===== src/sv/bwft_pkg.sv =====
// Shared types and codes for the bitmap with lowest-set-bit tracking.
package bwft_pkg;

    localparam int WordBits = 64;
    localparam int IndexBits = 10;
    localparam int PosBits = 6;

    localparam logic [2:0] MODE_SET_BIT   = 3'd0;
    localparam logic [2:0] MODE_CLEAR_BIT = 3'd1;
    localparam logic [2:0] MODE_SET_ALL   = 3'd2;
    localparam logic [2:0] MODE_CLEAR_ALL = 3'd3;
    localparam logic [2:0] MODE_TEST_BIT  = 3'd4;
    localparam logic [2:0] MODE_FIND      = 3'd5;

    localparam logic [1:0] CS_KNOWN   = 2'd0;
    localparam logic [1:0] CS_NONE    = 2'd1;
    localparam logic [1:0] CS_UNKNOWN = 2'd2;

    typedef logic [WordBits-1:0] word_t;

    typedef struct packed {
        logic rd_en;
        logic wr_en;
        logic bulk_en;
        logic bulk_value;
    } mem_ctl_t;

endpackage


===== src/sv/bwft_mem.sv =====
// Word memory with per-entry valid bits and a bulk fill value.
module bwft_mem
    import bwft_pkg::*;
#(
    parameter int WORD_COUNT = 16,
    parameter int AW = 4
) (
    input  logic          aclk,
    input  logic          aresetn,
    input  mem_ctl_t      ctl,
    input  logic [AW-1:0] rd_addr,
    input  logic [AW-1:0] wr_addr,
    input  word_t         wr_data,
    output word_t         rd_word
);

    word_t                 mem [WORD_COUNT];
    word_t                 mem_q_reg;
    logic [WORD_COUNT-1:0] valid_reg;
    logic                  fill_reg;
    logic                  vld_q_reg;
    logic                  fill_q_reg;

    always_ff @(posedge aclk) begin
        if (ctl.wr_en) begin
            mem[wr_addr] <= wr_data;
        end
        if (ctl.rd_en) begin
            mem_q_reg  <= mem[rd_addr];
            vld_q_reg  <= valid_reg[rd_addr];
            fill_q_reg <= fill_reg;
        end
    end

    always_ff @(posedge aclk) begin
        if (!aresetn) begin
            valid_reg <= '0;
            fill_reg  <= 1'b0;
        end else if (ctl.bulk_en) begin
            valid_reg <= '0;
            fill_reg  <= ctl.bulk_value;
        end else if (ctl.wr_en) begin
            valid_reg[wr_addr] <= 1'b1;
        end
    end

    // An entry not written since the last bulk operation reads as the fill value.
    assign rd_word = vld_q_reg ? mem_q_reg : {WordBits{fill_q_reg}};

endmodule


===== src/sv/bwft_enc.sv =====
// Two-stage encoder for the lowest set bit of a 64-bit word.
module bwft_enc
    import bwft_pkg::*;
(
    input  logic               aclk,
    input  logic               aresetn,
    input  logic               start,
    input  word_t              word,
    output logic               done,
    output logic [PosBits-1:0] pos
);

    logic [7:0]       nz_next;
    logic [7:0]       nz_reg;
    logic [2:0]       bpos_next [8];
    logic [2:0]       bpos_reg [8];
    logic [PosBits-1:0] pos_next;
    logic [PosBits-1:0] pos_reg;
    logic             v1_reg;
    logic             v2_reg;

    always_comb begin
        for (int b = 0; b < 8; b++) begin
            nz_next[b]   = |word[8*b +: 8];
            bpos_next[b] = 3'd0;
            for (int k = 7; k >= 0; k--) begin
                if (word[8*b + k]) begin
                    bpos_next[b] = 3'(k);
                end
            end
        end
    end

    always_comb begin
        pos_next = '0;
        for (int b = 7; b >= 0; b--) begin
            if (nz_reg[b]) begin
                pos_next = {3'(b), bpos_reg[b]};
            end
        end
    end

    always_ff @(posedge aclk) begin
        nz_reg   <= nz_next;
        bpos_reg <= bpos_next;
        pos_reg  <= pos_next;
    end

    always_ff @(posedge aclk) begin
        if (!aresetn) begin
            v1_reg <= 1'b0;
            v2_reg <= 1'b0;
        end else begin
            v1_reg <= start;
            v2_reg <= v1_reg;
        end
    end

    assign done = v2_reg;
    assign pos  = pos_reg;

endmodule


===== src/sv/bitmap_with_first_set_tracking.sv =====
// Top level: bitmap of 64-bit words with a cached lowest-set-bit position.
//
// Requests arrive on the s_ stream, one transfer per request; every request
// returns exactly one transfer on the m_ stream. A request is taken only while
// the sequencer is idle, and each one is served by the single memory.
// Set, clear and test bit pass through the read, the registered data (written
// back for set and clear) and the load of the output register; an index out
// of range, set all, clear all, undefined modes and a find with a valid cache go
// straight to the output load. A find with a stale cache scans one word per cycle
// from the lowest up; a word with a set bit goes to the encoder, and an empty
// map ends the scan after the last word.
// A result sits in an output register; when the receiver stalls, the next
// request is still taken and worked on, and waits before its own output load.
// Reset clears the per-word valid bits, so the map reads as all zeros at once;
// set all and clear all reuse the same mechanism.
// The cache reports no set bit after reset.
module bitmap_with_first_set_tracking
    import bwft_pkg::*;
#(
    parameter int WORD_COUNT = 16
) (
    input  logic        aclk,
    input  logic        aresetn,
    input  logic        s_tvalid,
    output logic        s_tready,
    input  logic [15:0] s_tdata,   // mode [2:0], bit_index [12:3], zero [15:13]
    output logic        m_tvalid,
    input  logic        m_tready,
    output logic [15:0] m_tdata    // bit_value [0], found [1], first_index [11:2], zero [15:12]
);

    localparam int AW = (WORD_COUNT > 1) ? $clog2(WORD_COUNT) : 1;
    localparam int CW = AW + PosBits;
    localparam int XW = (CW > IndexBits) ? CW : IndexBits;
    localparam int IW = (AW > 4) ? AW : 4;
    localparam int TotalBits = WORD_COUNT * WordBits;

    localparam logic [2:0] ST_IDLE = 3'd0;
    localparam logic [2:0] ST_RMW  = 3'd1;
    localparam logic [2:0] ST_SCAN = 3'd2;
    localparam logic [2:0] ST_ENC  = 3'd3;
    localparam logic [2:0] ST_OUT  = 3'd4;

    logic [2:0]           state_reg, state_next;
    logic [2:0]           mode_reg, mode_next;
    logic [IndexBits-1:0] idx_reg, idx_next;
    logic [AW-1:0]        scan_reg, scan_next;
    logic [CW-1:0]        cached_reg, cached_next;
    logic [1:0]           status_reg, status_next;
    logic                 res_bit_reg, res_bit_next;
    logic                 res_found_reg, res_found_next;
    logic [IndexBits-1:0] res_first_reg, res_first_next;
    logic                 m_tvalid_reg, m_tvalid_next;
    logic [15:0]          m_tdata_reg, m_tdata_next;

    mem_ctl_t             mem_ctl;
    logic [AW-1:0]        rd_addr;
    logic [AW-1:0]        wr_addr;
    word_t                wr_data;
    word_t                rd_word;
    logic                 enc_start;
    logic                 enc_done;
    logic [PosBits-1:0]   enc_pos;

    logic [2:0]           mode_in;
    logic [IndexBits-1:0] idx_in;
    logic                 in_range_in;
    logic [IW-1:0]        word_in_x;
    logic [IW-1:0]        word_reg_x;
    logic [XW-1:0]        idx_x;
    logic [CW-1:0]        idx_c;
    logic [XW-1:0]        cached_x;
    logic [CW-1:0]        found_pos;
    logic [XW-1:0]        found_x;
    word_t                onehot;

    assign mode_in     = s_tdata[2:0];
    assign idx_in      = s_tdata[12:3];
    assign in_range_in = ({22'd0, idx_in} < 32'(TotalBits));
    assign word_in_x   = IW'(idx_in[9:6]);
    assign word_reg_x  = IW'(idx_reg[9:6]);
    assign idx_x       = XW'(idx_reg);
    assign idx_c       = idx_x[CW-1:0];
    assign cached_x    = XW'(cached_reg);
    assign found_pos   = {scan_reg, enc_pos};
    assign found_x     = XW'(found_pos);
    assign onehot      = word_t'(1) << idx_reg[5:0];

    assign s_tready = (state_reg == ST_IDLE);
    assign m_tvalid = m_tvalid_reg;
    assign m_tdata  = m_tdata_reg;

    always_comb begin
        state_next     = state_reg;
        mode_next      = mode_reg;
        idx_next       = idx_reg;
        scan_next      = scan_reg;
        cached_next    = cached_reg;
        status_next    = status_reg;
        res_bit_next   = res_bit_reg;
        res_found_next = res_found_reg;
        res_first_next = res_first_reg;
        m_tvalid_next  = m_tvalid_reg && !m_tready;
        m_tdata_next   = m_tdata_reg;
        mem_ctl        = '0;
        rd_addr        = '0;
        wr_addr        = word_reg_x[AW-1:0];
        wr_data        = rd_word;
        enc_start      = 1'b0;

        unique case (state_reg)
            ST_IDLE: begin
                if (s_tvalid) begin
                    mode_next      = mode_in;
                    idx_next       = idx_in;
                    res_bit_next   = 1'b0;
                    res_found_next = 1'b0;
                    res_first_next = '0;
                    state_next     = ST_OUT;
                    unique case (mode_in)
                        MODE_SET_BIT, MODE_CLEAR_BIT, MODE_TEST_BIT: begin
                            if (in_range_in) begin
                                mem_ctl.rd_en = 1'b1;
                                rd_addr       = word_in_x[AW-1:0];
                                state_next    = ST_RMW;
                            end
                        end
                        MODE_SET_ALL: begin
                            mem_ctl.bulk_en    = 1'b1;
                            mem_ctl.bulk_value = 1'b1;
                            cached_next        = '0;
                            status_next        = CS_KNOWN;
                        end
                        MODE_CLEAR_ALL: begin
                            mem_ctl.bulk_en    = 1'b1;
                            mem_ctl.bulk_value = 1'b0;
                            cached_next        = '0;
                            status_next        = CS_NONE;
                        end
                        MODE_FIND: begin
                            if (status_reg == CS_UNKNOWN) begin
                                mem_ctl.rd_en = 1'b1;
                                rd_addr       = '0;
                                scan_next     = '0;
                                state_next    = ST_SCAN;
                            end else if (status_reg == CS_KNOWN) begin
                                res_found_next = 1'b1;
                                res_first_next = cached_x[IndexBits-1:0];
                            end
                        end
                        default: begin
                        end
                    endcase
                end
            end
            ST_RMW: begin
                state_next = ST_OUT;
                case (mode_reg)
                    MODE_SET_BIT: begin
                        mem_ctl.wr_en = 1'b1;
                        wr_data       = rd_word | onehot;
                        if (status_reg == CS_NONE ||
                            (status_reg == CS_KNOWN && cached_reg > idx_c)) begin
                            cached_next = idx_c;
                            status_next = CS_KNOWN;
                        end
                    end
                    MODE_CLEAR_BIT: begin
                        mem_ctl.wr_en = 1'b1;
                        wr_data       = rd_word & ~onehot;
                        if (status_reg == CS_KNOWN && cached_reg == idx_c) begin
                            status_next = CS_UNKNOWN;
                        end
                    end
                    default: begin
                        res_bit_next = rd_word[idx_reg[5:0]];
                    end
                endcase
            end
            ST_SCAN: begin
                if (rd_word != '0) begin
                    enc_start  = 1'b1;
                    state_next = ST_ENC;
                end else if (scan_reg == AW'(WORD_COUNT - 1)) begin
                    cached_next = '0;
                    status_next = CS_NONE;
                    state_next  = ST_OUT;
                end else begin
                    mem_ctl.rd_en = 1'b1;
                    rd_addr       = scan_reg + 1'b1;
                    scan_next     = scan_reg + 1'b1;
                end
            end
            ST_ENC: begin
                if (enc_done) begin
                    cached_next    = found_pos;
                    status_next    = CS_KNOWN;
                    res_found_next = 1'b1;
                    res_first_next = found_x[IndexBits-1:0];
                    state_next     = ST_OUT;
                end
            end
            ST_OUT: begin
                if (!m_tvalid_reg || m_tready) begin
                    m_tvalid_next = 1'b1;
                    m_tdata_next  = {4'd0, res_first_reg, res_found_reg, res_bit_reg};
                    state_next    = ST_IDLE;
                end
            end
            default: begin
                state_next = ST_IDLE;
            end
        endcase
    end

    always_ff @(posedge aclk) begin
        if (!aresetn) begin
            state_reg    <= ST_IDLE;
            cached_reg   <= '0;
            status_reg   <= CS_NONE;
            m_tvalid_reg <= 1'b0;
        end else begin
            state_reg    <= state_next;
            cached_reg   <= cached_next;
            status_reg   <= status_next;
            m_tvalid_reg <= m_tvalid_next;
        end
    end

    always_ff @(posedge aclk) begin
        mode_reg      <= mode_next;
        idx_reg       <= idx_next;
        scan_reg      <= scan_next;
        res_bit_reg   <= res_bit_next;
        res_found_reg <= res_found_next;
        res_first_reg <= res_first_next;
        m_tdata_reg   <= m_tdata_next;
    end

    bwft_mem #(
        .WORD_COUNT(WORD_COUNT),
        .AW(AW)
    ) u_mem (
        .aclk(aclk),
        .aresetn(aresetn),
        .ctl(mem_ctl),
        .rd_addr(rd_addr),
        .wr_addr(wr_addr),
        .wr_data(wr_data),
        .rd_word(rd_word)
    );

    bwft_enc u_enc (
        .aclk(aclk),
        .aresetn(aresetn),
        .start(enc_start),
        .word(rd_word),
        .done(enc_done),
        .pos(enc_pos)
    );

`ifndef NO_ASSERTIONS
    a_no_fast_result: assert property (@(posedge aclk) disable iff (!aresetn)
        s_tvalid && s_tready |=> !$rose(m_tvalid))
        else $error("Result appeared one cycle after a request transfer.");

    a_result_from_out: assert property (@(posedge aclk) disable iff (!aresetn)
        $rose(m_tvalid) |-> $past(state_reg) == ST_OUT)
        else $error("Result loaded outside the output state.");

    a_scan_needs_stale: assert property (@(posedge aclk) disable iff (!aresetn)
        state_reg == ST_SCAN |-> status_reg == CS_UNKNOWN)
        else $error("Rescan running while the cache is valid.");

    a_set_not_empty: assert property (@(posedge aclk) disable iff (!aresetn)
        $past(state_reg) == ST_RMW && $past(mode_reg) == MODE_SET_BIT
        |-> status_reg != CS_NONE)
        else $error("Cache reports an empty map after a bit was set.");

    a_bit_and_found: assert property (@(posedge aclk) disable iff (!aresetn)
        m_tvalid |-> !(m_tdata[0] && m_tdata[1]))
        else $error("Test and find results reported in one transfer.");
`endif

endmodule

===== config.mk =====
export PLATFORM = sky130hd
export DESIGN_NAME = bitmap_with_first_set_tracking
export DESIGN_NICKNAME = d
export VERILOG_FILES = /design/src/sv/bwft_pkg.sv /design/src/sv/bwft_mem.sv /design/src/sv/bwft_enc.sv /design/src/sv/bitmap_with_first_set_tracking.sv
export SDC_FILE = /design/constraint.sdc
export NUM_CORES = 1
export LEC_CHECK = 0
export BUFFER_PORTS_ARGS = -buffer_cell sky130_fd_sc_hd__buf_2
export CORE_MARGIN = 5
export CORE_UTILIZATION = 47
export CTS_CLUSTER_SIZE = 40
export DETAILED_ROUTE_END_ITERATION = 7
export GPL_ROUTABILITY_DRIVEN = 0
export HOLD_SLACK_MARGIN = 0.12
export PLACE_DENSITY = 0.7
export SYNTH_ARGS = -nofsm -noshare
export SYNTH_HDL_FRONTEND = slang
export SYNTH_SLANG_ARGS = --single-unit

===== constraint.sdc =====
create_clock -name aclk -period 8.4 [get_ports aclk]
set_input_delay 0 -clock aclk [delete_from_list [all_inputs] [get_ports aclk]]
set_output_delay 0 -clock aclk [all_outputs]
set_load 0.02 [all_outputs]

==> results.toml, run 1 <==
[cts]
numCtsBuffers = 115
root_buffer = "clkbuf_16"
clock_insertion_delay_worst_skew_ns = 0.70
clkSinkCount = 1204
path_clk_slew_ns = 0.06
cts_resized = 0
cts_tree = "done"
htreeDepth = 3
cts.path.max_buffers = 3

[routing]
drcViolationCount = 0
vias_per_cell = 6.13
totalWireLength_mm = 123
drt_iter0_markers = 4049
wl_per_cell_um = 25.2
ant_nets = 0
vias = 30000
first_pass_iters = 7

[layout]
final_layout_size_suffix_gt1_frac = 0.105
antenna_cells = 0
fin_area_um2 = 54000
largest_reg_flops = 1024
syn_to_final_growth_pct = 10.9
nets = 3440

[yosys]
synthArstFlopShare = 0
yosysTopAreaCell = "edfxtp_1"
avgSynthCellArea_um2 = 14.2
synth_cell_types = 61
ys_warn_count = 0
ys.flop_type = "edfxtp_1"
synth_area_um2 = 48700
synthCells = 3422
netlist_top_cells_count = "1131 x edfxtp_1, 595 x nand2_1, 433 x a21oi_1"
synth.area.top_cells = "edfxtp_1 70%, nand2_1 4.6%, a21oi_1 4.5%, mux2i_1 3.2%, dfxtp_1 3.0%"
seq_area_frac_synth = 0.728
synth_edf_count = 1131
ys_ff_latch = 1204
yosysMostFrequentCell = "edfxtp_1"
synth_top_cell_area_share = 0.698

[power]
power_density_nw_per_um2 = 228
ir_drop_mv = 0.171
leakage_nw = 16.9

[setup_path]
cp-start-kind = "flip-flop"
crit_required_ns = 8.82
endpoint_kind = "flip-flop"
arrival_ns = 6.31
critical_path_class = "flip-flop to flip-flop"
crit_path_max_fanout = 72

[timing]
fmaxAchievable_mhz = 170
fin_ws_ns = 2.50
finalHoldViolations = 0
worstMarginPinSlew_ns = 1.39
clock_skew_ns = 0.0391
setup_viol = 0
maxSlewHeadroom = 0.0666
slew_viol_final = 0
period_needed_ns = 5.90
fin_tns_setup_ns = 0
rsz0062_at_grt = "no"
fin_crit_sh = 0.702

[grt]
grt_max_degree = 197
antenna_found_initial = 0
grt-ovfl-total = 0
grt_pass1_vias = 28400
grtUsageTotal = 0.217
grt_pass1_wl_mm = 183

[hold_path]
hold_class = "primary input to flip-flop"

[floorplan]
start_util = 0.472
die_h_um = 332
rows = 118
io_pins = 38
core_area_um2 = 103000
die-area_um2 = 110000
die_w_um = 332

[job]
maxCapViolCount = 0

[run_status]
status = "complete, no violations"

[placement]
place_area_um2 = 50100
io_buffers = 30
dp_hpwl_mm = 62.6
pre_cts_ws_ns = 2.67
[cell usage in the layout (no fill, tap or decap), types with 63 or more instances in the layout]
master / instances
buf_4: 63
a221oi_1: 158
mux2i_1: 154
clkbuf_16: 116
a32oi_1: 114
nor2_1: 120
nand2_1: 594
dfxtp_1: 73
a21oi_1: 433
edfxtp_1: 1131
[worst max-delay path, stage by stage (launching register included)]
cell and delay (ns):
edfxtp_1 0.32, buf_4 0.45, buf_4 0.64, nor3b_1 0.40
a41oi_1 0.35, or4_1 0.76, o31a_2 0.77, buf_4 0.47
buf_4 0.48, a21oi_1 0.26, a221oi_1 0.09, or4_1 0.53
[cells by family after synthesis]
kind of cell / share of synthesized area
compound gates: 0.127
xor+xnor: 0.000360
fa+ha+maj: 0.00283
buf+inv: 0.0288
flops: 0.728
mux: 0.0405
other cells: 0.0000770
simple gates: 0.0729
[stage by stage]
| stage | util | cells | hold WS (ns) | total power [mW] |
|---|---|---|---|---|
| 2_1_floorplan | - | 3425 | 0.0989 | 7.17 |
| 3_3_place_gp | 0.485 | 4648 | 0.260 | 7.33 |
| 3_5_place_dp | 0.485 | 4648 | 0.258 | 7.35 |
| 4_1_cts | 0.523 | 4890 | 0.185 | 12.4 |
| 5_1_grt | 0.523 | 4890 | 0.178 | 12.7 |
| 6_report | 0.523 | 4890 | 0.210 | 12.3 |
[final cells by class]
class	count	area, µm²
fill	8314	49200
sequential	1204	35400
multi-input combinational	1937	12100
clock buffer	138	3000
tap	1380	1730
timing repair buffer	124	1000
clock inverter	80	706
inverter	27	101
[per-layer routing]
metal | vias up | GRT usage | share of wire
li1 | 13300 | - | -
met1 | 14900 | 0.308 | 0.41
met2 | 1537 | 0.346 | 0.47
met3 | 227 | 0.0381 | 0.092
met4 | 0 | 0.0690 | 0.029
met5 | - | 0 | 0
[worst paths after layout]
kind	startpoint	end	slack, ns	depth (start not counted)
min reg2reg	res_first_reg[8]$_DFFE_PP_	m_tdata[10]$_DFFE_PP_	0.42	0
min	s_tdata[12]	idx_c[9]$_DFFE_PP_	0.21	2
max reg2reg	u_mem.vld_q_reg$_DFFE_PP_	u_mem.mem_q_reg[8]$_DFFE_PP_	2.50	11
max	u_mem.vld_q_reg$_DFFE_PP_	u_mem.mem_q_reg[8]$_DFFE_PP_	2.50	11
[repair_timing]
action	in CTS	in global routing
buffers inserted	0	0
hold buffers	24	0
hold endpoints to repair	50	0
[where the power goes]
part	switching, mW	total, mW	leakage, nW	internal [mW]
Combinational	0.401	0.570	4.23	0.169
Clock	2.18	5.06	1.82	2.88
Sequential	0.0463	6.67	10.8	6.63
No activity file was read; power rests on OpenSTA's default activity.
==> run 2, diff against run 1 <==
==> constraint.sdc (replaced) <==
create_clock -name aclk -period 5.6 [get_ports aclk]
set_input_delay 0 -clock aclk [delete_from_list [all_inputs] [get_ports aclk]]
set_output_delay 0 -clock aclk [all_outputs]
set_load 0.02 [all_outputs]
==> results.toml, run 2 (synthesized netlist as in run 1, its figures left out) <==
[run_status]
status = "complete, no violations"

[placement]
dp_hpwl_mm = 65.2
io_buffers = 30
pre_cts_ws_ns = 1.04
place_inst = 4671
place_area_um2 = 50600

[job]
maxCapViolCount = 0

[routing]
drt_iter0_markers = 3877
first_pass_iters = 6
wl_per_cell_um = 24.9
drcViolationCount = 0
ant_nets = 0
vias_per_cell = 6.17
totalWireLength_mm = 122
vias = 30300

[power]
power_frac_seq = 0.542
power_density_nw_per_um2 = 339
power_frac_clock = 0.411
swShare = 0.213
power.internal_mw = 14.5
ir_drop_mv = 0.237
comb_power_share = 0.047
leakage_nw = 17.1
p_sw_mw = 3.94

[layout]
fill_cells = 8137
nets = 3462
final_cell_count_no_fill = 4908
final_layout_size_suffix_gt1_frac = 0.108
syn_to_final_growth_pct = 12.0
fin_area_um2 = 54500
largest_reg_flops = 1024
most-common-layout-cells = "1131 x edfxtp_1, 594 x nand2_1, 433 x a21oi_1"
mostFrequentLayoutCell = "edfxtp_1"
antenna_cells = 0

[cts]
htreeDepth = 3
clkSinkCount = 1204
root_buffer = "clkbuf_16"
clock_insertion_delay_worst_skew_ns = 0.69
numCtsBuffers = 115
cts_tree = "done"
cts.path.max_buffers = 3
path_clk_slew_ns = 0.06

[setup_path]
crit_path_max_fanout = 93
cp-start-kind = "flip-flop"
cp_common_cell = "or4_1"
worstPathCellList = "buf_12 > nor3b_1 > a41oi_1 > or4_1 > o31a_2 > buf_4 > a21oi_1 > a221oi_1 > or4_1"
critPathMaxStageDelay_ns = 0.78
arrival_ns = 5.12
critical_path.top_delay_family = "simple AND/OR/NAND/NOR gates"
crit_required_ns = 6.03
cp_slowest_cell = "o31a_2"
critical_path_class = "flip-flop to flip-flop"
endpoint_kind = "flip-flop"
crit_buf_inv = 2

[timing]
fmaxAchievable_mhz = 213
fin_crit_sh = 0.838
clock_skew_ns = 0.0182
slew_viol_final = 0
period_needed_ns = 4.69
rsz0062_at_grt = "no"
fin_tns_setup_ns = 0
worstMarginPinSlew_ns = 1.33
maxSlewHeadroom = 0.0858
setup_viol = 0
timing.hold.ws_ns = 0.162
fin_ws_ns = 0.908
finalHoldViolations = 0

[floorplan]
core_area_um2 = 103000
io_pins = 38
die_w_um = 332
rows = 118
die-area_um2 = 110000
die_h_um = 332
start_util = 0.472

[grt]
grt_max_degree = 140
grt-ovfl-total = 0
grtUsageTotal = 0.215
grt_pass1_vias = 28800
grt_pass1_wl_mm = 183
antenna_found_initial = 0

[hold_path]
hold_class = "primary input to flip-flop"
==> run 2: cell count changes in the layout (fill, tap and decap cells not counted), sizes merged <==
cell         delta
clkbuf         +14
clkinvlp        -2
buf            +23
dlygate4sd3     -1
bufinv          -1
clkinv         -15
==> run 2: cell type report <==
cell class / count / area, µm² / share of cell area
sequential: 1204 / 35400 / 0.650
multi-input combinational: 1937 / 12100 / 0.222
clock buffer: 152 / 3080 / 0.0564
tap: 1380 / 1730 / 0.0317
timing repair buffer: 146 / 1520 / 0.0278
clock inverter: 62 / 598 / 0.0110
inverter: 27 / 101 / 0.00186
==> run 2: worst paths after layout <==
check	cells after the start	slack, ns	startpoint	end
hold / removal	2	0.16	s_tdata[10]	idx_c[7]$_DFFE_PP_
setup reg to reg	9	0.91	u_mem.vld_q_reg$_DFFE_PP_	u_mem.mem_q_reg[50]$_DFFE_PP_
hold reg to reg	0	0.42	res_first_reg[0]$_DFFE_PP_	m_tdata[2]$_DFFE_PP_
setup / recovery	9	0.91	u_mem.vld_q_reg$_DFFE_PP_	u_mem.mem_q_reg[50]$_DFFE_PP_
==> run 2: metrics by stage <==
| step | power (mW) | util |
|---|---|---|
| 6_report | 18.5 | 0.528 |
| 5_1_grt | 19.0 | 0.528 |
| 4_1_cts | 18.5 | 0.528 |
| 3_5_place_dp | 11.0 | 0.490 |
| 3_3_place_gp | 11.0 | 0.490 |
| 2_1_floorplan | 10.8 | - |
==> run 2: timing repair <==
| action | 4_1_cts | 5_1_grt |
|---|---|---|
| setup buffers | 0 | 0 |
| resized for setup | 0 | 0 |
| endpoints found under the setup margin | 0 | 0 |
| hold buffers | 23 | 0 |
| hold endpoints to repair | 68 | 0 |
==> run 2: power by group through the flow <==
stage               Sequential [mW]  Clock, mW  Combinational, mW
floorplan                      10.2          0              0.590
global placement               10.2          0              0.819
detailed placement             10.2          0              0.841
CTS                            10.0       7.68              0.858
global route                   10.0       8.05              0.943
finish                         10.0       7.59              0.869
==> run 2: per-layer routing <==
layer / vias up / share of wire / track usage
li1: 13300 / - / -
met1: 15100 / 0.41 / 0.308
met2: 1586 / 0.46 / 0.340
met3: 257 / 0.092 / 0.0345
met4: 0 / 0.033 / 0.0726
met5: - / 0 / 0
